<file path="config.mk">
export PLATFORM = sky130hd
export DESIGN_NAME = last_note_priority_stack
export DESIGN_NICKNAME = d
export VERILOG_FILES = /design/src/hdl/lnps_pkg.sv /design/src/hdl/lnps_cell.sv /design/src/hdl/last_note_priority_stack.sv
export SDC_FILE = /design/constraint.sdc
export NUM_CORES = 1
export LEC_CHECK = 0
export BUFFER_PORTS_ARGS = -buffer_cell sky130_fd_sc_hd__clkbuf_2
export CAP_MARGIN = 20
export CORE_ASPECT_RATIO = 0.7
export CORE_MARGIN = 10
export CORE_UTILIZATION = 60
export DETAILED_ROUTE_END_ITERATION = 8
export GPL_TIMING_DRIVEN = 0
export PLACE_DENSITY_LB_ADDON = 0.12
export SLEW_MARGIN = 10
export SYNTH_ARGS = -nofsm -noshare
export SYNTH_HDL_FRONTEND = slang
export SYNTH_SLANG_ARGS = --single-unit
export TNS_END_PERCENT = 50
</file>
<file path="constraint.sdc">
create_clock -name clk_i -period 10.1 [get_ports clk_i]
set_clock_uncertainty 0.15 [all_clocks]
set_input_delay 1.01 -clock clk_i [delete_from_list [all_inputs] [get_ports clk_i]]
set_output_delay 1.01 -clock clk_i [all_outputs]
set_load 0.005 [all_outputs]
</file>
<file path="src/hdl/lnps_pkg.sv">
`timescale 1ns / 1ps
// Shared types and constants for the last-note priority stack.
// Used by lnps_cell and last_note_priority_stack; no dependencies.
package lnps_pkg;

  localparam int NoteW         = 7;
  localparam int OpW           = 3;
  localparam int TimeW         = 16;
  localparam int HeldCountW    = 4;
  localparam int StackDepthDef = 10;

  localparam logic [TimeW-1:0] TimeoutReset = 16'd5000;
  localparam logic [TimeW-1:0] SilenceMax   = 16'hFFFF;

  typedef enum logic [OpW-1:0] {
    OpNoteOn    = 3'd0,
    OpNoteOff   = 3'd1,
    OpAllOff    = 3'd2,
    OpHeartbeat = 3'd3,
    OpTick      = 3'd4
  } op_e;

  // Per-beat command broadcast to every cell of the row.
  typedef struct packed {
    logic             remove_en;   // drop the first matching entry
    logic             push_en;     // write the note at the placement slot
    logic             full_shift;  // shift the whole row down, note enters on top
    logic [NoteW-1:0] note;
  } cell_ctrl_t;

endpackage

</file>
<file path="src/hdl/lnps_cell.sv">
`timescale 1ns / 1ps
// One slot of the note stack: holds a note, matches it, shifts from its upper neighbor.
// Depends on lnps_pkg.
module lnps_cell #(
  parameter int INDEX = 0,
  parameter int CNT_W = 4
) (
  input  logic                        clk_i,
  input  lnps_pkg::cell_ctrl_t        ctrl_i,
  input  logic [CNT_W-1:0]            count_i,
  input  logic [CNT_W-1:0]            place_i,
  input  logic [lnps_pkg::NoteW-1:0]  upper_note_i,
  input  logic                        found_below_i,
  output logic                        found_o,
  output logic [lnps_pkg::NoteW-1:0]  note_o,
  output logic [lnps_pkg::NoteW-1:0]  next_note_o
);

  logic [lnps_pkg::NoteW-1:0] note_q, note_d;
  logic in_use, match, shift, put_here;

  assign in_use   = CNT_W'(INDEX) < count_i;
  assign match    = in_use && (note_q == ctrl_i.note);
  assign found_o  = found_below_i || match;
  // Everything at or above the first match moves down one slot.
  assign shift    = (ctrl_i.remove_en && found_o) || ctrl_i.full_shift;
  assign put_here = ctrl_i.push_en && !ctrl_i.full_shift && (place_i == CNT_W'(INDEX));

  always_comb begin
    note_d = note_q;
    if (put_here) begin
      note_d = ctrl_i.note;
    end else if (shift) begin
      note_d = upper_note_i;
    end
  end

  always_ff @(posedge clk_i) begin
    note_q <= note_d;
  end

  assign note_o      = note_q;
  assign next_note_o = note_d;

endmodule

</file>
<file path="src/hdl/last_note_priority_stack.sv">
`timescale 1ns / 1ps
// Top level of the last-note priority stack: a row of lnps_cell slots plus
// count, silence counter, timeout register and result register. Depends on lnps_pkg.
//
//  channel   handshake               payload
//  -------   ---------------------   ------------------------------------------
//  in        in_valid_i/in_ready_o   op_i, note_i
//  out       out_valid_o/out_ready_i gate_o, current_note_o, note_valid_o,
//                                    held_count_o
//  cfg       cfg_valid_i/cfg_ready_o cfg_data_i (silence timeout)
//
// Each beat completes at the edge that accepts it: the cells compare, shift and place in
// parallel and the result register loads at the same edge; the result shows
// in the cycle after acceptance. The input is taken whenever the result register
// is empty or being drained, so a beat can be accepted every cycle.
// Reset empties the stack, clears the silence counter and loads timeout 5000.
// Cell contents are not reset; slots above the held count are never reported.
// A stalled output holds its result and blocks further input beats.
module last_note_priority_stack #(
  parameter int STACK_DEPTH = lnps_pkg::StackDepthDef
) (
  input  logic                              clk_i,
  input  logic                              rst_ni,
  // input beats
  input  logic                              in_valid_i,
  output logic                              in_ready_o,
  input  logic [lnps_pkg::OpW-1:0]          op_i,
  input  logic [lnps_pkg::NoteW-1:0]        note_i,
  // result beats
  output logic                              out_valid_o,
  input  logic                              out_ready_i,
  output logic                              gate_o,
  output logic [lnps_pkg::NoteW-1:0]        current_note_o,
  output logic                              note_valid_o,
  output logic [lnps_pkg::HeldCountW-1:0]   held_count_o,
  // configuration
  input  logic                              cfg_valid_i,
  output logic                              cfg_ready_o,
  input  logic [lnps_pkg::TimeW-1:0]        cfg_data_i
);

  localparam int CntW = $clog2(STACK_DEPTH + 1);
  localparam int IdxW = $clog2(STACK_DEPTH);
  localparam int HcW  = lnps_pkg::HeldCountW;
  localparam int NW   = lnps_pkg::NoteW;

  // Control and counters
  logic [CntW-1:0]               count_q, count_d;
  logic [lnps_pkg::TimeW-1:0]    silence_q, silence_d;
  logic [lnps_pkg::TimeW-1:0]    timeout_q;
  logic [lnps_pkg::TimeW-1:0]    silence_inc;
  logic                          in_fire, any_found, is_full;
  logic [CntW-1:0]               cnt_after;
  lnps_pkg::cell_ctrl_t          ctrl;

  // Result register
  logic                          out_valid_q;
  logic                          gate_q, note_valid_q;
  logic [NW-1:0]                 current_note_q, current_note_d;
  logic [HcW-1:0]                held_count_q;
  logic [IdxW-1:0]               top_idx;

  // Cell row wiring
  logic [STACK_DEPTH:0]          found;
  logic [NW-1:0]                 cell_note [STACK_DEPTH];
  logic [NW-1:0]                 next_note [STACK_DEPTH];

  assign in_ready_o  = !out_valid_q || out_ready_i;
  assign in_fire     = in_valid_i && in_ready_o;
  assign cfg_ready_o = 1'b1;

  // Build the per-beat command; only an accepted note on/off touches the row.
  assign is_full   = (count_q == CntW'(STACK_DEPTH));
  assign any_found = found[STACK_DEPTH];
  assign cnt_after = count_q - CntW'(any_found);

  always_comb begin
    ctrl.remove_en  = 1'b0;
    ctrl.push_en    = 1'b0;
    ctrl.full_shift = 1'b0;
    ctrl.note       = note_i;
    if (in_fire) begin
      if (op_i == lnps_pkg::OpNoteOn) begin
        ctrl.remove_en  = 1'b1;
        ctrl.push_en    = 1'b1;
        // Full and not a re-press: drop the oldest note.
        ctrl.full_shift = is_full && !any_found;
      end else if (op_i == lnps_pkg::OpNoteOff) begin
        ctrl.remove_en = 1'b1;
      end
    end
  end

  // Row of cells, oldest at index 0; the top cell's upper input is the new note.
  assign found[0] = 1'b0;
  for (genvar i = 0; i < STACK_DEPTH; i++) begin : g_cell
    logic [NW-1:0] upper;
    if (i == STACK_DEPTH - 1) begin : g_top
      assign upper = ctrl.note;
    end else begin : g_mid
      assign upper = cell_note[i+1];
    end
    lnps_cell #(
      .INDEX (i),
      .CNT_W (CntW)
    ) u_cell (
      .clk_i         (clk_i),
      .ctrl_i        (ctrl),
      .count_i       (count_q),
      .place_i       (cnt_after),
      .upper_note_i  (upper),
      .found_below_i (found[i]),
      .found_o       (found[i+1]),
      .note_o        (cell_note[i]),
      .next_note_o   (next_note[i])
    );
  end

  // Advance the silence counter, saturating.
  assign silence_inc = (silence_q == lnps_pkg::SilenceMax) ? silence_q
                                                           : silence_q + 1'b1;

  always_comb begin
    count_d   = count_q;
    silence_d = silence_q;
    if (in_fire) begin
      unique case (op_i)
        lnps_pkg::OpNoteOn: begin
          count_d   = (is_full && !any_found) ? count_q : cnt_after + 1'b1;
          silence_d = '0;
        end
        lnps_pkg::OpNoteOff: begin
          count_d   = cnt_after;
          silence_d = '0;
        end
        lnps_pkg::OpAllOff: begin
          count_d   = '0;
          silence_d = '0;
        end
        lnps_pkg::OpHeartbeat: begin
          silence_d = '0;
        end
        lnps_pkg::OpTick: begin
          // Release everything once held notes have been silent too long.
          if (count_q != '0 && silence_inc > timeout_q) begin
            count_d   = '0;
            silence_d = '0;
          end else begin
            silence_d = silence_inc;
          end
        end
        default: begin
          // unused codes: hold state
        end
      endcase
    end
  end

  // Top of stack after this beat.
  assign top_idx        = IdxW'(count_d - 1'b1);
  assign current_note_d = (count_d != '0) ? next_note[top_idx] : '0;

  always_ff @(posedge clk_i or negedge rst_ni) begin
    if (!rst_ni) begin
      count_q     <= '0;
      silence_q   <= '0;
      timeout_q   <= lnps_pkg::TimeoutReset;
      out_valid_q <= 1'b0;
    end else begin
      count_q   <= count_d;
      silence_q <= silence_d;
      if (cfg_valid_i && cfg_ready_o) begin
        timeout_q <= cfg_data_i;
      end
      if (in_fire) begin
        out_valid_q <= 1'b1;
      end else if (out_ready_i) begin
        out_valid_q <= 1'b0;
      end
    end
  end

  always_ff @(posedge clk_i) begin
    if (in_fire) begin
      gate_q         <= (count_d != '0);
      note_valid_q   <= (count_d != '0);
      current_note_q <= current_note_d;
      held_count_q   <= HcW'(count_d);
    end
  end

  assign out_valid_o    = out_valid_q;
  assign gate_o         = gate_q;
  assign note_valid_o   = note_valid_q;
  assign current_note_o = current_note_q;
  assign held_count_o   = held_count_q;

`ifndef ASSERT_OFF
  a_count_bound: assert property (@(posedge clk_i) disable iff (!rst_ni)
    count_q <= CntW'(STACK_DEPTH))
    else $error("held count beyond stack depth");

  a_note_on_top: assert property (@(posedge clk_i) disable iff (!rst_ni)
    (in_fire && op_i == lnps_pkg::OpNoteOn) |=>
      (note_valid_o && current_note_o == $past(note_i)))
    else $error("pressed note is not on top");

  a_all_off_empty: assert property (@(posedge clk_i) disable iff (!rst_ni)
    (in_fire && op_i == lnps_pkg::OpAllOff) |=> (count_q == '0 && !gate_o))
    else $error("all off left notes held");

  a_activity_restart: assert property (@(posedge clk_i) disable iff (!rst_ni)
    (in_fire && (op_i == lnps_pkg::OpNoteOff || op_i == lnps_pkg::OpHeartbeat))
      |=> (silence_q == '0))
    else $error("silence counter not restarted");

  a_result_consistent: assert property (@(posedge clk_i) disable iff (!rst_ni)
    out_valid_q |-> (gate_q == note_valid_q && ((STACK_DEPTH > 15) ||
                     gate_q == (held_count_q != '0))))
    else $error("result fields disagree");
`endif

endmodule

</file>
==> flow_summary.ini, run 1 <==
[run_status]
run_status = complete, no violations

[setup_path]
critical_path.slowest_cell = sky130_fd_sc_hd__nor3_1
timing.reg2reg.setup_slack_ns = 2.88
crit_fanout = 10
regToRegEndpoint = current_note_o[0]
crit_required_ns = 10.10
arrival_ns = 7.22
cpPeakStageDelay_ns = 0.55
critical_path.reg2reg.startpoint = silence_q[6]
worst_r2r_path_depth = 24
timing.critical_path.from = silence_q[6]
path_class = flip-flop to flip-flop
worstSetupStartpointType = flip-flop
critical_path_cell_by_cell = clkbuf_1 -> and4_1 -> nand2_1 -> nor3_1 -> and2_1 -> nand4_1 -> and3_1 -> and2_1 -> nor2b_1 -> xor2_1 -> ha_1 -> a41o_1 -> a21oi_1 -> o22ai_1 -> a21oi_1 -> a221o_1 -> inv_1 -> ha_1 -> nor3_1 -> nor2_1 -> buf_2 -> a221o_1 -> a211oi_1 -> o32ai_1
timing.critical_path.to_type = flip-flop

[floorplan]
io_pins = 47
core_area_sq_um = 12600
die_area_sq_um = 18200
horizontal_die_dimension_um = 157
floorplan.initialDensity_pct = 62.3
rows = 34
die_y_um = 116

[power_and_ir_drop]
share_comb_of_total_power_pct = 40.6
static-leakage-power_uw = 0.00393
ir_drop_mv = 0.170
internal_power_uw = 1430
clock_power_share_pct = 27.9
total_switching_power_uw = 953
sequential_power_share_pct = 31.4
power_per_cell_area_nw_per_um2 = 266
power_switching_share_pct = 40.0

[yosys]
largest_family_of_logic_cells_by_synthesized_area = compound AO/OA/AOI/OAI gates
synth.yosys.seq_area_share_pct = 34.2
yosys_warnings = 0
yosys-top-cells-area = sky130_fd_sc_hd__dfxtp_1, sky130_fd_sc_hd__dfrtp_1, sky130_fd_sc_hd__xor2_1
cell_count_after_synthesis = 905
post_synth_fa_ha_maj_area_fraction_pct = 3.97
post-synth-top-area-cell = sky130_fd_sc_hd__dfxtp_1
synth_nets = 961
asyncSetResetFlopFracSynth_pct = 31.1
post_synth_most_frequent_cells = sky130_fd_sc_hd__nand2_1, sky130_fd_sc_hd__nor2_1, sky130_fd_sc_hd__dfxtp_1, sky130_fd_sc_hd__xor2_1, sky130_fd_sc_hd__o21ai_0
ys.flop_type = sky130_fd_sc_hd__dfxtp_1
post_synth_xor_area_fraction_pct = 9.45
syn-cell-area_sq_um = 7880
syn_avg_cell_area_sq_um = 8.70
ys_ff_latch = 119
yosys-mux-area-fraction_pct = 8.15
synth_compound_area_share_pct = 21.2
synth.distinct_cells = 73
post_synth_edffs = 12
synth_simple_gate_area_share_pct = 17.7
post-synth-top-area-fraction_pct = 17.8

[clock_tree]
post_cts.resized_instances = 0
cts-hold-fix-buffers = 0
cts-root-to-sink-buffers = 2
cts_buffers = 17
clock_sink_count = 119
cts.repair_timing.setup_buffer_count = 0
clk_pin_slew_ns = 0.06
clock_tree.root_cell = sky130_fd_sc_hd__clkbuf_16
clk_latency_ns = 0.42
cts_htree_levels = 4
cts_tree = built

[timing]
final_ws_setup_ns = 2.88
final.hold.worst_slack_ns = 0.353
report.final.hold_viol_count = 0
setup_tns_ns = 0
report.final.setup_viol = 0
rsz0062_at_grt = false
tightestPinTransition_ns = 1.02
finalMaxSlewViolations = 0
period_needed_ns = 7.22
max_clock_freq_mhz = 138
relSlewSlack_pct = 32.1
fin_crit_sh_pct = 71.5

[global_route]
grt-busiest-layer = met1
groute.layer.met1.usage_pct = 40.6
groute.layer.met2.usage_pct = 35.9
antenna_found_initial = 0
grt_max_degree = 38
remaining_overflow_grt = 0
grt_usage_pct = 27.4
grt_pass1_wl_um = 38600
grt_use_met3_pct = 10.4
grt_pass1_vias = 6708

[run]
drv.max_cap_violation_count = 0

[detailed_routing]
detailedRoute.firstIterationViolations = 841
dr.pass1.iters = 5
drc_errors = 0
vias = 7311
ant_nets = 0
vias_per_cell = 6.39
detail_route.wl_per_cell_um = 21.6
detail_route.wirelength_um = 24800

[placement]
dp_hpwl_um = 18800
placed_cells = 1112
placement.io_buffers = 45
pre_cts_slack_ns = 3.18
place_congestion = 0.972

[finish]
area_growth_syn_to_layout_pct = 13.7
drive_gt1_share_pct = 14.4
num-nets-final = 1025
post_layout_nonfiller_instances = 1144
antenna_cells = 0

[hold_path]
hp-class = flip-flop to flip-flop
hold_end = timeout_q[8]
whs_path_depth = 2
worst_hold_startpoint = timeout_q[8]
==> power by group through the flow <==
stage / logic, uW / clock network, uW / registers, uW
after CTS: 935 / 666 / 746
after global placement: 923 / 0 / 750
after detailed placement: 922 / 0 / 753
final: 969 / 665 / 750
after floorplan: 645 / 0 / 727
after global routing: 1040 / 683 / 765
==> cells in the final DEF, fill, tap and decap left out, drive strengths merged, types with 13 or more instances in the layout <==
cell type  netlist  final
nand2           83     83
dfrtp           32     32
o211ai          15     15
a21oi           50     50
a31oi           24     24
o21ai           59     59
dfxtp           70     70
clkbuf          31    100
nand4           13     13
and2            14     14
xnor2           17     17
inv             38     38
nand3           25     25
nor4            15     15
buf             19     19
xor2            68     68
ha              25     25
nor3            17     17
mux2i           54     54
nor2            85     85
==> logic make-up (layout without fill, tap and decap cells) <==
group / after synthesis / in the layout
buf+inv: 89 / 166
compound gates: 239 / 239
mux: 63 / 63
fa+ha+maj: 25 / 25
flops: 119 / 119
simple gates: 284 / 284
xor+xnor: 85 / 85
other cells: 1 / 1
==> area by class of cell <==
class | instances | area [sq um]
multi-input combinational | 697 | 4770
fill | 1055 | 3680
sequential | 119 | 2690
clock buffer | 24 | 547
buffer | 50 | 265
timing repair buffer | 45 | 225
tap | 162 | 203
inverter | 39 | 146
clock inverter | 8 | 104
==> stage by stage <==
step	instance area (sq um)	power, uW	util [%]
2_1_floorplan	7880	1370	-
3_3_place_gp	8300	1670	65.7
3_5_place_dp	8300	1680	65.7
4_1_cts	8950	2350	70.9
5_1_grt	8950	2490	70.9
6_report	8950	2380	70.9
==> worst max-delay path by stage <==
| stage | to | slack, ns | depth (start not counted) |
|---|---|---|---|
| 5_1_grt | current_note_o[4] | 2.38 | 24 |
| 2_1_floorplan | current_note_o[0] | 4.71 | 24 |
| 6_report | current_note_o[0] | 2.88 | 24 |
| 3_5_place_dp | current_note_o[0] | 3.18 | 23 |
| 3_3_place_gp | current_note_o[0] | 3.14 | 23 |
| 4_1_cts | current_note_o[0] | 3.13 | 24 |
==> sequential cells by signal, summed over array words and instances (netlist names) <==
| signal | flops |
|---|---|
| g_cell.u_cell.note_o | 70 |
| held_count_o | 4 |
| out_valid_o | 1 |
| current_note_o | 7 |
| note_valid_o | 1 |
| count_q | 4 |
| timeout_q | 16 |
| silence_q | 16 |
==> worst max-delay path, delay by kind of cell, from the launching register on <==
kind	cells	cell delay (ns)
AOI/OAI and AO/OA	8	2.50
xor gates and xnor gates	1	0.19
adders and majority gates	2	0.56
buffers and inverters	3	0.63
DFF	1	0.32
and+or+nand+nor	10	2.60
==> metal layers <==
metal  wire length, um  part of all wire, %
met1             11400                   46
met2              9550                   39
met3              3350                   14
met4               412                  1.7
met5                 0                    0
(Power assumes the default switching activity.)
==> run 2, diff against run 1 <==
CORE_UTILIZATION = 56   (was 60)
clock period = 6.6 ns   (was 10.1 ns; I/O delays follow)
==> run 2 against run 1 <==
Compared with the run above:
- the run now ends with negative hold slack left
- worst setup slack worse by 2.6 ns
- critical path type unchanged
- sequential share of layout area decreased by 0.16 points
- cell count is 2.7% higher
- die area up 6.1%
- flip-flop and latch count did not move
- clock power rose by 35%
- hold slack got worse by 0.36 ns
- largest power group unchanged
- non-clock buffer count is 3 higher
- global-route usage shrank 2.4 points
- routed wire length decreased by 2.1%
- largest cell class unchanged
- first-iteration DRC count increased by 17%
- critical endpoint is now current_note_o[2]
- sequential power rose by 53%
==> flow_summary.ini, run 2 (synthesis results as in run 1) <==
[detailed_routing]
ant_nets = 0
dr.pass1.iters = 6
vias_per_cell = 6.16
vias = 7242
detail_route.wirelength_um = 24200
detailedRoute.firstIterationViolations = 988
detail_route.wl_per_cell_um = 20.6
drc_errors = 0

[global_route]
grt_usage_pct = 25.0
antenna_found_initial = 0
grt_pass1_vias = 6755
remaining_overflow_grt = 0
grt_max_degree = 38
grt_pass1_wl_um = 38000

[floorplan]
rows = 36
horizontal_die_dimension_um = 162
die_area_sq_um = 19300
core_area_sq_um = 13800
die_y_um = 119
floorplan.initialDensity_pct = 57.0
io_pins = 47

[finish]
drive_gt1_share_pct = 15.7
area_growth_syn_to_layout_pct = 14.3
filler_cell_count = 1200
largest_register_ffs = 70
num-nets-final = 1028
layout.cells.most_common = sky130_fd_sc_hd__nand2_1
antenna_cells = 0
finish.instance_area_sq_um = 9000
final_cell_mix = sky130_fd_sc_hd__nand2_1, sky130_fd_sc_hd__nor2_1, sky130_fd_sc_hd__dfxtp_1

[clock_tree]
clk_pin_slew_ns = 0.06
cts_buffers = 17
clock_tree.root_cell = sky130_fd_sc_hd__clkbuf_16
clock_sink_count = 119
cts_htree_levels = 4
cts-hold-fix-buffers = 0
cts_tree = built
cts-root-to-sink-buffers = 2
clk_latency_ns = 0.43

[setup_path]
crit_required_ns = 6.61
path_class = flip-flop to flip-flop
worstSetupStartpointType = flip-flop
worst_r2r_path_depth = 22
timing.critical_path.to_type = flip-flop
cp_common_cell = sky130_fd_sc_hd__ha_1
crit_fanout = 10
critical_path.slowest_cell = sky130_fd_sc_hd__nor3_2
cpPeakStageDelay_ns = 0.42
arrival_ns = 6.32
critical_path_cell_by_cell = buf_2 -> nor3_2 -> nand2_1 -> nand3_1 -> nand4_1 -> nor3_2 -> nand3_1 -> ha_1 -> ha_1 -> inv_1 -> ha_1 -> nand2_1 -> a22o_1 -> a221o_2 -> inv_1 -> ha_2 -> o21a_1 -> nor2_1 -> buf_2 -> a221o_1 -> a211oi_2 -> o32ai_1

[run_status]
run_status = finished, violations left
failed_checks = negative hold slack

[timing]
fin_crit_sh_pct = 95.6
setup_tns_ns = 0
tightestPinTransition_ns = 1.13
report.final.setup_viol = 0
final.hold.worst_slack_ns = -0.00798
report.final.hold_viol_count = 11
finalMaxSlewViolations = 0
rsz0062_at_grt = false
relSlewSlack_pct = 24.4
period_needed_ns = 6.31
max_clock_freq_mhz = 159

[power_and_ir_drop]
ir_drop_mv = 0.265
power_per_cell_area_nw_per_um2 = 398
static-leakage-power_uw = 0.00391

[placement]
instance_area_at_placement_sq_um = 8340
placement.io_buffers = 45
place_congestion = 1.01
dp_hpwl_um = 18600

[hold_path]
hp-class = primary input to async pin

[run]
drv.max_cap_violation_count = 0
[run 2: cell types whose count changed in the layout (fill, tap and decap cells not counted), sizes merged]
| cell | before | now |
|---|---|---|
| inv | 38 | 39 |
| clkinvlp | 1 | 4 |
| buf | 19 | 21 |
| clkbuf | 100 | 96 |
| clkinv | 6 | 7 |
[run 2: final cells by class]
cell class / count / area (sq um) / share of cell area, %
buffer: 50 / 268 / 2.97
tap: 190 / 238 / 2.64
clock buffer: 19 / 433 / 4.81
inverter: 39 / 148 / 1.64
multi-input combinational: 697 / 4830 / 53.7
sequential: 119 / 2690 / 29.9
clock inverter: 13 / 131 / 1.46
timing repair buffer: 48 / 260 / 2.89
[run 2: worst max-delay path, delay by kind of cell (launching register included)]
family,cells,cell delay [ns]
compound gates,6,1.67
flops,1,0.40
buf+inv,4,0.66
fa+ha+maj,4,1.15
simple gates,8,1.97
[run 2: metal layers]
| metal | up-vias | GRT usage, % | routed length, um |
|---|---|---|---|
| met4 | 2 | 6.24 | 246 |
| li1 | 3432 | - | - |
| met3 | 22 | 7.36 | 2790 |
| met2 | 387 | 32.6 | 9380 |
| met1 | 3399 | 38.5 | 11800 |
| met5 | - | 0 | 29 |
[run 2: path summary, 6_finish.rpt]
kind | start | end | slack [ns]
max | count_q[3] | current_note_o[2] | 0.29
min reg2reg | timeout_q[9] | timeout_q[9] | 0.36
max in group asynchronous | rst_ni | timeout_q[9] | 5.77
min in group clk_i | cfg_data_i[9] | timeout_q[9] | 0.29
min | rst_ni | timeout_q[6] | -0.008
max reg2reg | count_q[3] | current_note_o[2] | 0.29
[run 2: timing repair]
| item | 4_1_cts | 5_1_grt |
|---|---|---|
| resized for setup | 5 | 10 |
| buffers inserted | 2 | 0 |
| pin swaps | 1 | 0 |
| endpoints found under the setup margin | 7 | 7 |
[run 2: per-stage QoR]
step	setup WS [ns]	utilization (%)	power [uW]	cells
after floorplan	1.21	-	2100	905
after global placement	-0.126	60.3	2560	1140
after detailed placement	-0.209	60.3	2580	1140
after CTS	0.0847	64.6	3500	1174
after global routing	0.00860	65.1	3750	1175
final	0.291	65.1	3590	1175
[run 2: power breakdown]
part | internal [uW] | total [uW] | switching (uW)
Sequential | 973 | 1150 | 176
Combinational | 581 | 1540 | 956
Clock | 551 | 901 | 349
Total | 2100 | 3590 | 1480
